## config.mk

```make
export PLATFORM = sky130hd
export DESIGN_NAME = lru_page_order_tracker
export DESIGN_NICKNAME = d
export VERILOG_FILES = /design/src/hdl/lpot_pkg.sv /design/src/hdl/lpot_cell.sv /design/src/hdl/lru_page_order_tracker.sv
export SDC_FILE = /design/constraint.sdc
export NUM_CORES = 1
export LEC_CHECK = 0
export ABC_CLOCK_PERIOD_IN_PS = 3400
export BUFFER_PORTS_ARGS = -buffer_cell sky130_fd_sc_hd__buf_4
export CORE_MARGIN = 5
export CORE_UTILIZATION = 25
export DETAILED_ROUTE_END_ITERATION = 6
export PLACE_DENSITY = 0.4
export SETUP_SLACK_MARGIN = 0.2
export SLEW_MARGIN = 10
export SYNTH_ARGS = -nofsm -noshare
export SYNTH_HDL_FRONTEND = slang
export SYNTH_SLANG_ARGS = --single-unit
```

## constraint.sdc

```tcl
create_clock -name clock -period 3.4 [get_ports clock]
set_input_delay 0.34 -clock clock [delete_from_list [all_inputs] [get_ports clock]]
set_output_delay 0.34 -clock clock [all_outputs]
set_load 0.02 [all_outputs]
```

## src/hdl/lpot_pkg.sv

```systemverilog
// ----------------------------------------------------------------------------
// lpot_pkg
// Shared types and constants for the LRU page order tracker.
// ----------------------------------------------------------------------------
package lpot_pkg;

   localparam int ENTRIES    = 16;
   localparam int KEY_BITS   = 10;
   localparam int COUNT_BITS = $clog2(ENTRIES + 1);

   // request codes
   localparam logic REQ_TOUCH = 1'b0;
   localparam logic REQ_EVICT = 1'b1;

   // result status codes
   localparam logic [1:0] STATUS_OK    = 2'd0;
   localparam logic [1:0] STATUS_EMPTY = 2'd1;
   localparam logic [1:0] STATUS_FULL  = 2'd2;

   typedef struct packed {
      logic                req_type;
      logic [KEY_BITS-1:0] page_key;
   } req_item_type;

   typedef struct packed {
      logic                  hit;
      logic [1:0]            status;
      logic [KEY_BITS-1:0]   evicted_key;
      logic [KEY_BITS-1:0]   oldest_key;
      logic [COUNT_BITS-1:0] occupancy;
   } rsp_item_type;

   // broadcast to every cell
   typedef struct packed {
      logic                touch;
      logic                evict;
      logic                any_hit;
      logic [KEY_BITS-1:0] key;
   } cell_cmd_type;

endpackage

```

## src/hdl/lpot_cell.sv

```systemverilog
// ----------------------------------------------------------------------------
// lpot_cell
// One slot of the LRU order row: holds a key and its valid bit, compares it
// against a touched key and takes its right neighbor's key on a shift.
// ----------------------------------------------------------------------------
module lpot_cell (
   input  logic                           clock,
   input  logic                           reset,
   input  lpot_pkg::cell_cmd_type         cmd,
   input  logic                           left_valid,
   input  logic                           left_found,
   input  logic [lpot_pkg::KEY_BITS-1:0]  right_key,
   input  logic                           right_valid,
   output logic [lpot_pkg::KEY_BITS-1:0]  key_q,
   output logic                           valid_q,
   output logic                           found_out
);

   logic [lpot_pkg::KEY_BITS-1:0] key_ff, key_in;
   logic                          valid_ff, valid_in;
   logic                          newest;

   // found ripples toward the newest end: set at the match and beyond
   assign found_out = left_found | (cmd.touch & valid_ff & (key_ff == cmd.key));
   assign newest    = valid_ff & ~right_valid;

   always_comb begin
      key_in   = key_ff;
      valid_in = valid_ff;
      if (cmd.touch) begin
         if (cmd.any_hit) begin
            if (newest) begin
               key_in = cmd.key;
            end else if (found_out) begin
               key_in = right_key;
            end
         end else if (~valid_ff & left_valid) begin
            // first free slot takes the new key
            key_in   = cmd.key;
            valid_in = 1'b1;
         end
      end else if (cmd.evict) begin
         key_in   = right_key;
         valid_in = right_valid;
      end
   end

   always_ff @(posedge clock) begin
      key_ff <= key_in;
      if (reset) begin
         valid_ff <= 1'b0;
      end else begin
         valid_ff <= valid_in;
      end
   end

   assign key_q   = key_ff;
   assign valid_q = valid_ff;

endmodule

```

## src/hdl/lru_page_order_tracker.sv

```systemverilog
// ----------------------------------------------------------------------------
// lru_page_order_tracker
// Keeps resident page keys ordered oldest to newest in a row of cells.
// ----------------------------------------------------------------------------
//   channel | ports                        | handshake
//   --------+------------------------------+----------------------------------
//   request | start, busy, req_item        | taken when start && !busy
//   result  | rsp_strobe, rsp_item         | one-cycle strobe, cannot stall
//
// One item per cycle: the match search ripples through the cell row and all
// cells update at the accepting edge. The result strobes in the next cycle.
// busy is always low. Synchronous reset empties the list (cell valid bits and
// count); the key registers themselves are not cleared.
// ----------------------------------------------------------------------------
module lru_page_order_tracker (
   input  logic                   clock,
   input  logic                   reset,
   input  logic                   start,
   output logic                   busy,
   input  lpot_pkg::req_item_type req_item,
   output logic                   rsp_strobe,
   output lpot_pkg::rsp_item_type rsp_item
);

   localparam int N = lpot_pkg::ENTRIES;

   logic [lpot_pkg::KEY_BITS-1:0]   key_q [N];
   logic [N-1:0]                    valid_q;
   logic [N:0]                      found_chain;
   logic [N+1:0]                    valid_ext;
   logic [lpot_pkg::KEY_BITS-1:0]   key_ext [N+1];
   lpot_pkg::cell_cmd_type          cmd;

   logic                            accept, is_touch, is_evict, empty, full, any_hit;
   logic [lpot_pkg::COUNT_BITS-1:0] count_ff, count_in;
   logic                            strobe_ff, strobe_in;
   logic                            hit_ff, hit_in;
   logic [1:0]                      status_ff, status_in;
   logic [lpot_pkg::KEY_BITS-1:0]   evicted_ff, evicted_in;

   assign busy     = 1'b0;
   assign accept   = start & ~busy;
   assign is_touch = accept & (req_item.req_type == lpot_pkg::REQ_TOUCH);
   assign is_evict = accept & (req_item.req_type == lpot_pkg::REQ_EVICT);
   assign empty    = ~valid_q[0];
   assign full     = valid_q[N-1];
   assign any_hit  = found_chain[N];

   assign cmd.touch   = is_touch;
   assign cmd.evict   = is_evict & ~empty;
   assign cmd.any_hit = any_hit;
   assign cmd.key     = req_item.page_key;

   // neighbor links: a virtual always-valid slot left of cell 0, an empty
   // slot right of the last cell
   assign found_chain[0] = 1'b0;
   assign valid_ext[0]   = 1'b1;
   assign valid_ext[N+1] = 1'b0;
   assign key_ext[N]     = '0;

   for (genvar i = 0; i < N; i++) begin : g_cell
      assign valid_ext[i+1] = valid_q[i];
      assign key_ext[i]     = key_q[i];

      lpot_cell u_cell (
         .clock       (clock),
         .reset       (reset),
         .cmd         (cmd),
         .left_valid  (valid_ext[i]),
         .left_found  (found_chain[i]),
         .right_key   (key_ext[i+1]),
         .right_valid (valid_ext[i+2]),
         .key_q       (key_q[i]),
         .valid_q     (valid_q[i]),
         .found_out   (found_chain[i+1])
      );
   end

   always_comb begin
      count_in   = count_ff;
      strobe_in  = accept;
      hit_in     = 1'b0;
      status_in  = lpot_pkg::STATUS_OK;
      evicted_in = '0;
      if (is_touch) begin
         if (any_hit) begin
            hit_in = 1'b1;
         end else if (full) begin
            status_in = lpot_pkg::STATUS_FULL;
         end else begin
            count_in = count_ff + 1'b1;
         end
      end else if (is_evict) begin
         if (empty) begin
            status_in = lpot_pkg::STATUS_EMPTY;
         end else begin
            evicted_in = key_q[0];
            count_in   = count_ff - 1'b1;
         end
      end
   end

   always_ff @(posedge clock) begin
      hit_ff     <= hit_in;
      status_ff  <= status_in;
      evicted_ff <= evicted_in;
      if (reset) begin
         count_ff  <= '0;
         strobe_ff <= 1'b0;
      end else begin
         count_ff  <= count_in;
         strobe_ff <= strobe_in;
      end
   end

   // oldest key and occupancy are read from the state the item left behind
   assign rsp_strobe           = strobe_ff;
   assign rsp_item.hit         = hit_ff;
   assign rsp_item.status      = status_ff;
   assign rsp_item.evicted_key = evicted_ff;
   assign rsp_item.oldest_key  = valid_q[0] ? key_q[0] : '0;
   assign rsp_item.occupancy   = count_ff;

endmodule

```

==> impl_metrics.py <==
metrics = {
    "run_status": {
        "status": "finished clean",
    },
    "floorplan": {
        "dieArea_um2": 48400,
        "num_io_pins": 44,
        "initial_utilization_pct": 25.1,
        "core_um2": 43900,
        "dieHeight_um": 220,
        "die_w_um": 220,
        "row_count": 77,
    },
    "setup_path": {
        "rr_startpoint": "g_cell[2].u_cell.key_q[9]",
        "rrSetupSlack_ns": 0.31,
        "rr_worst_depth": 9,
        "cpPeakStageDelay_ns": 0.55,
        "path_class": "reg -> reg",
        "critPathBufInv": 1,
        "crit_path_top_delay_cell": "or4_4",
        "critPathTopFamily": "simple AND/OR/NAND/NOR gates",
        "r2r_end": "g_cell[0].u_cell.key_q[6]",
        "worstPathArrival_ns": 3.29,
        "critPathMaxFanout": 10,
        "crit_path_end_kind": "flip-flop",
        "worst_ep_required_time_ns": 3.60,
        "worstSetupStartpointType": "flip-flop",
        "path_cells": "xor2_1 -> or4_4 -> o41a_1 -> nand3_2 -> nor2_1 -> and3_2 -> a21oi_4 -> buf_12 -> mux2_2",
    },
    "cells_and_area": {
        "drive_above_1_share_pct": 33.4,
        "fillCellCount": 4526,
        "layout.nets": 1024,
        "antenna_cells": 0,
        "fin_util_pct": 30.3,
        "area_growth_pct": 20.7,
    },
    "power": {
        "powerDensity_nw_per_um2": 445,
        "p_leak_nw": 4.67,
        "ir_worst_vdd_mv": 0.348,
    },
    "timing": {
        "fin_worst_skew_ns": 0.0144,
        "grt_setup_unrepaired": "no",
        "fmax_mhz": 324,
        "relSlewSlack_pct": 42.3,
        "tightest_slew_ns": 0.862,
        "setup_viol": 0,
        "finalMaxSlewViolations": 0,
        "tns_ns": 0,
        "fin_crit_ns": 3.09,
        "hold_viol": 0,
        "finalCritPeriodShare_pct": 90.9,
        "fin_ws_ns": 0.310,
    },
    "hold_path": {
        "hp-class": "in -> reg",
        "hold_end": "count_ff[2]",
        "holdCritStartpoint": "reset",
        "worstHoldPathCells": 2,
    },
    "global_routing": {
        "antenna_found_initial": 0,
        "grt_pass1_vias": 7466,
        "grt_usage_pct": 12.7,
        "grt_max_degree": 20,
        "grt_overflow": 0,
        "grt_pass1_wl_mm": 46.7,
    },
    "clocking": {
        "cts_tree": "built",
        "holdBufCountCts": 0,
        "clk_pin_slew_ns": 0.07,
        "clockBufferDepth": 2,
        "cts_root_buf": "clkbuf_16",
        "htreeDepth": 4,
        "worstSkewPairLatency_ns": 0.46,
        "cts_buffers": 17,
        "clock-sinks": 195,
    },
    "detailed_routing": {
        "viasPerCell": 4.43,
        "remaining_drc_errors": 0,
        "first_pass_iters": 4,
        "drt_iter0_markers": 367,
        "drt-wirelength-per-cell_um": 18.8,
        "totalWireLength_mm": 30.2,
        "drtAntennaViolNets": 0,
        "vias": 7141,
    },
    "synthesis": {
        "async_reset_ff_share_pct": 0,
        "synth_edf_count": 160,
        "syn_nets": 932,
        "synth.distinct_cells": 47,
        "synth_ff_type": "edfxtp_1",
        "ys_ff_latch": 195,
        "synth.top_cells.by_area": "edfxtp_1 44%, mux2_2 15%, xor2_1 9.5%, dfxtp_1 6.4%, xnor2_1 3.3%",
        "synth.most_common_cell": "edfxtp_1",
        "yosys.area.top_type": "edfxtp_1",
        "yosysTopAreaCellShare_pct": 43.6,
        "syn_area_um2": 11000,
        "ys_warn_count": 0,
        "ys_seq_area_share_pct": 49.9,
        "avgSynthCellArea_um2": 12.1,
        "synth_cells": 914,
        "yosys-top-cells-count": "160 x edfxtp_1, 148 x mux2_2, 120 x xor2_1",
    },
    "place": {
        "port_buffers": 42,
        "detailed_place_hpwl_mm": 22.5,
        "place_congestion": 0.735,
        "place_ws_ns": -0.319,
    },
    "run": {
        "drv_cap": 0,
    },
}
==> power breakdown <==
group          switching (mW)  internal (mW)  total, mW
Combinational           0.471          0.407      0.878
Sequential             0.0984           2.75       2.85
Clock                   0.963           1.23       2.20
==> timing repair <==
| action | in CTS | in global routing |
|---|---|---|
| setup buffers | 0 | 1 |
| endpoints found under the hold margin | 0 | 0 |
| setup endpoints to repair | 130 | 80 |
| resized for setup | 3 | 2 |
| pin swaps | 1 | 1 |
==> state kept, by name, summed over array words and instances (netlist names) <==
signal and cells:
hit_ff 1, g_cell.u_cell.key_q 160, count_ff 5, g_cell.u_cell.valid_q 16, status_ff 2, evicted_ff 10, rsp_strobe 1
==> kinds of logic after synthesis <==
logic type	Yosys count	synth area share (%)
XOR/XNOR	162	12.9
other	1	0.0340
AO/OA/AOI/OAI	76	5.08
AND/OR/NAND/NOR	248	12.5
buffers and inverters	70	3.05
adder cells (fa/ha/maj)	4	0.522
multiplexers	158	16.1
flip-flops	195	49.9
==> routing by layer <==
metal  vias to the layer above  track usage (%)  wire, µm
met5                         -                0         0
met1                      3514             18.6     15700
met4                         0             3.35       377
met3                        22             2.13       815
li1                       3519                -         -
met2                        86             19.3     13300
==> worst max path at each step <==
stage | startpoint | slack (ns) | end | cells past startpoint
floorplan | req_item[4] | -0.01 | g_cell[7].u_cell.key_q[0] | 10
global placement | req_item[10] | -0.32 | g_cell[1].u_cell.key_q[1] | 11
detailed placement | req_item[10] | -0.32 | g_cell[1].u_cell.key_q[5] | 11
CTS | g_cell[2].u_cell.key_q[9] | 0.20 | g_cell[1].u_cell.key_q[5] | 8
global route | g_cell[10].u_cell.key_q[1] | 0.20 | g_cell[7].u_cell.key_q[4] | 11
finish | g_cell[2].u_cell.key_q[9] | 0.31 | g_cell[0].u_cell.key_q[6] | 9
==> cells in the final DEF (no fill, tap or decap), types with 14 or more instances in the layout <==
master,instances
nand2_1,33
edfxtp_1,160
buf_12,15
nor4_1,32
nor2_1,22
nand3_1,29
mux2_2,148
clkbuf_16,17
dfxtp_1,35
xnor2_1,41
o21ai_0,15
and2_1,31
buf_4,121
nand2b_1,14
nand4_1,21
a21oi_1,21
nor3_1,32
xor2_1,120
==> area by class of cell <==
cell class / instances / area [µm²] / area share, %
Clock buffer: 19 / 433 / 3.25
Clock inverter: 13 / 181 / 1.36
Inverter: 7 / 26.3 / 0.197
Multi-Input combinational cell: 649 / 5210 / 39.2
Sequential cell: 195 / 5510 / 41.4
Tap cell: 592 / 741 / 5.57
Timing Repair Buffer: 136 / 1210 / 9.08
==> metrics by stage <==
stage / power (mW) / hold WS, ns / instance area, µm² / cells
6_report: 5.93 / 0.187 / 13300 / 1611
3_5_place_dp: 3.78 / 0.489 / 12600 / 1578
4_1_cts: 6.01 / 0.162 / 13300 / 1610
2_1_floorplan: 3.46 / 0.470 / 11000 / 914
5_1_grt: 6.19 / 0.183 / 13300 / 1611
3_3_place_gp: 3.79 / 0.480 / 12600 / 1578
No activity file was read; power rests on OpenSTA's default activity.
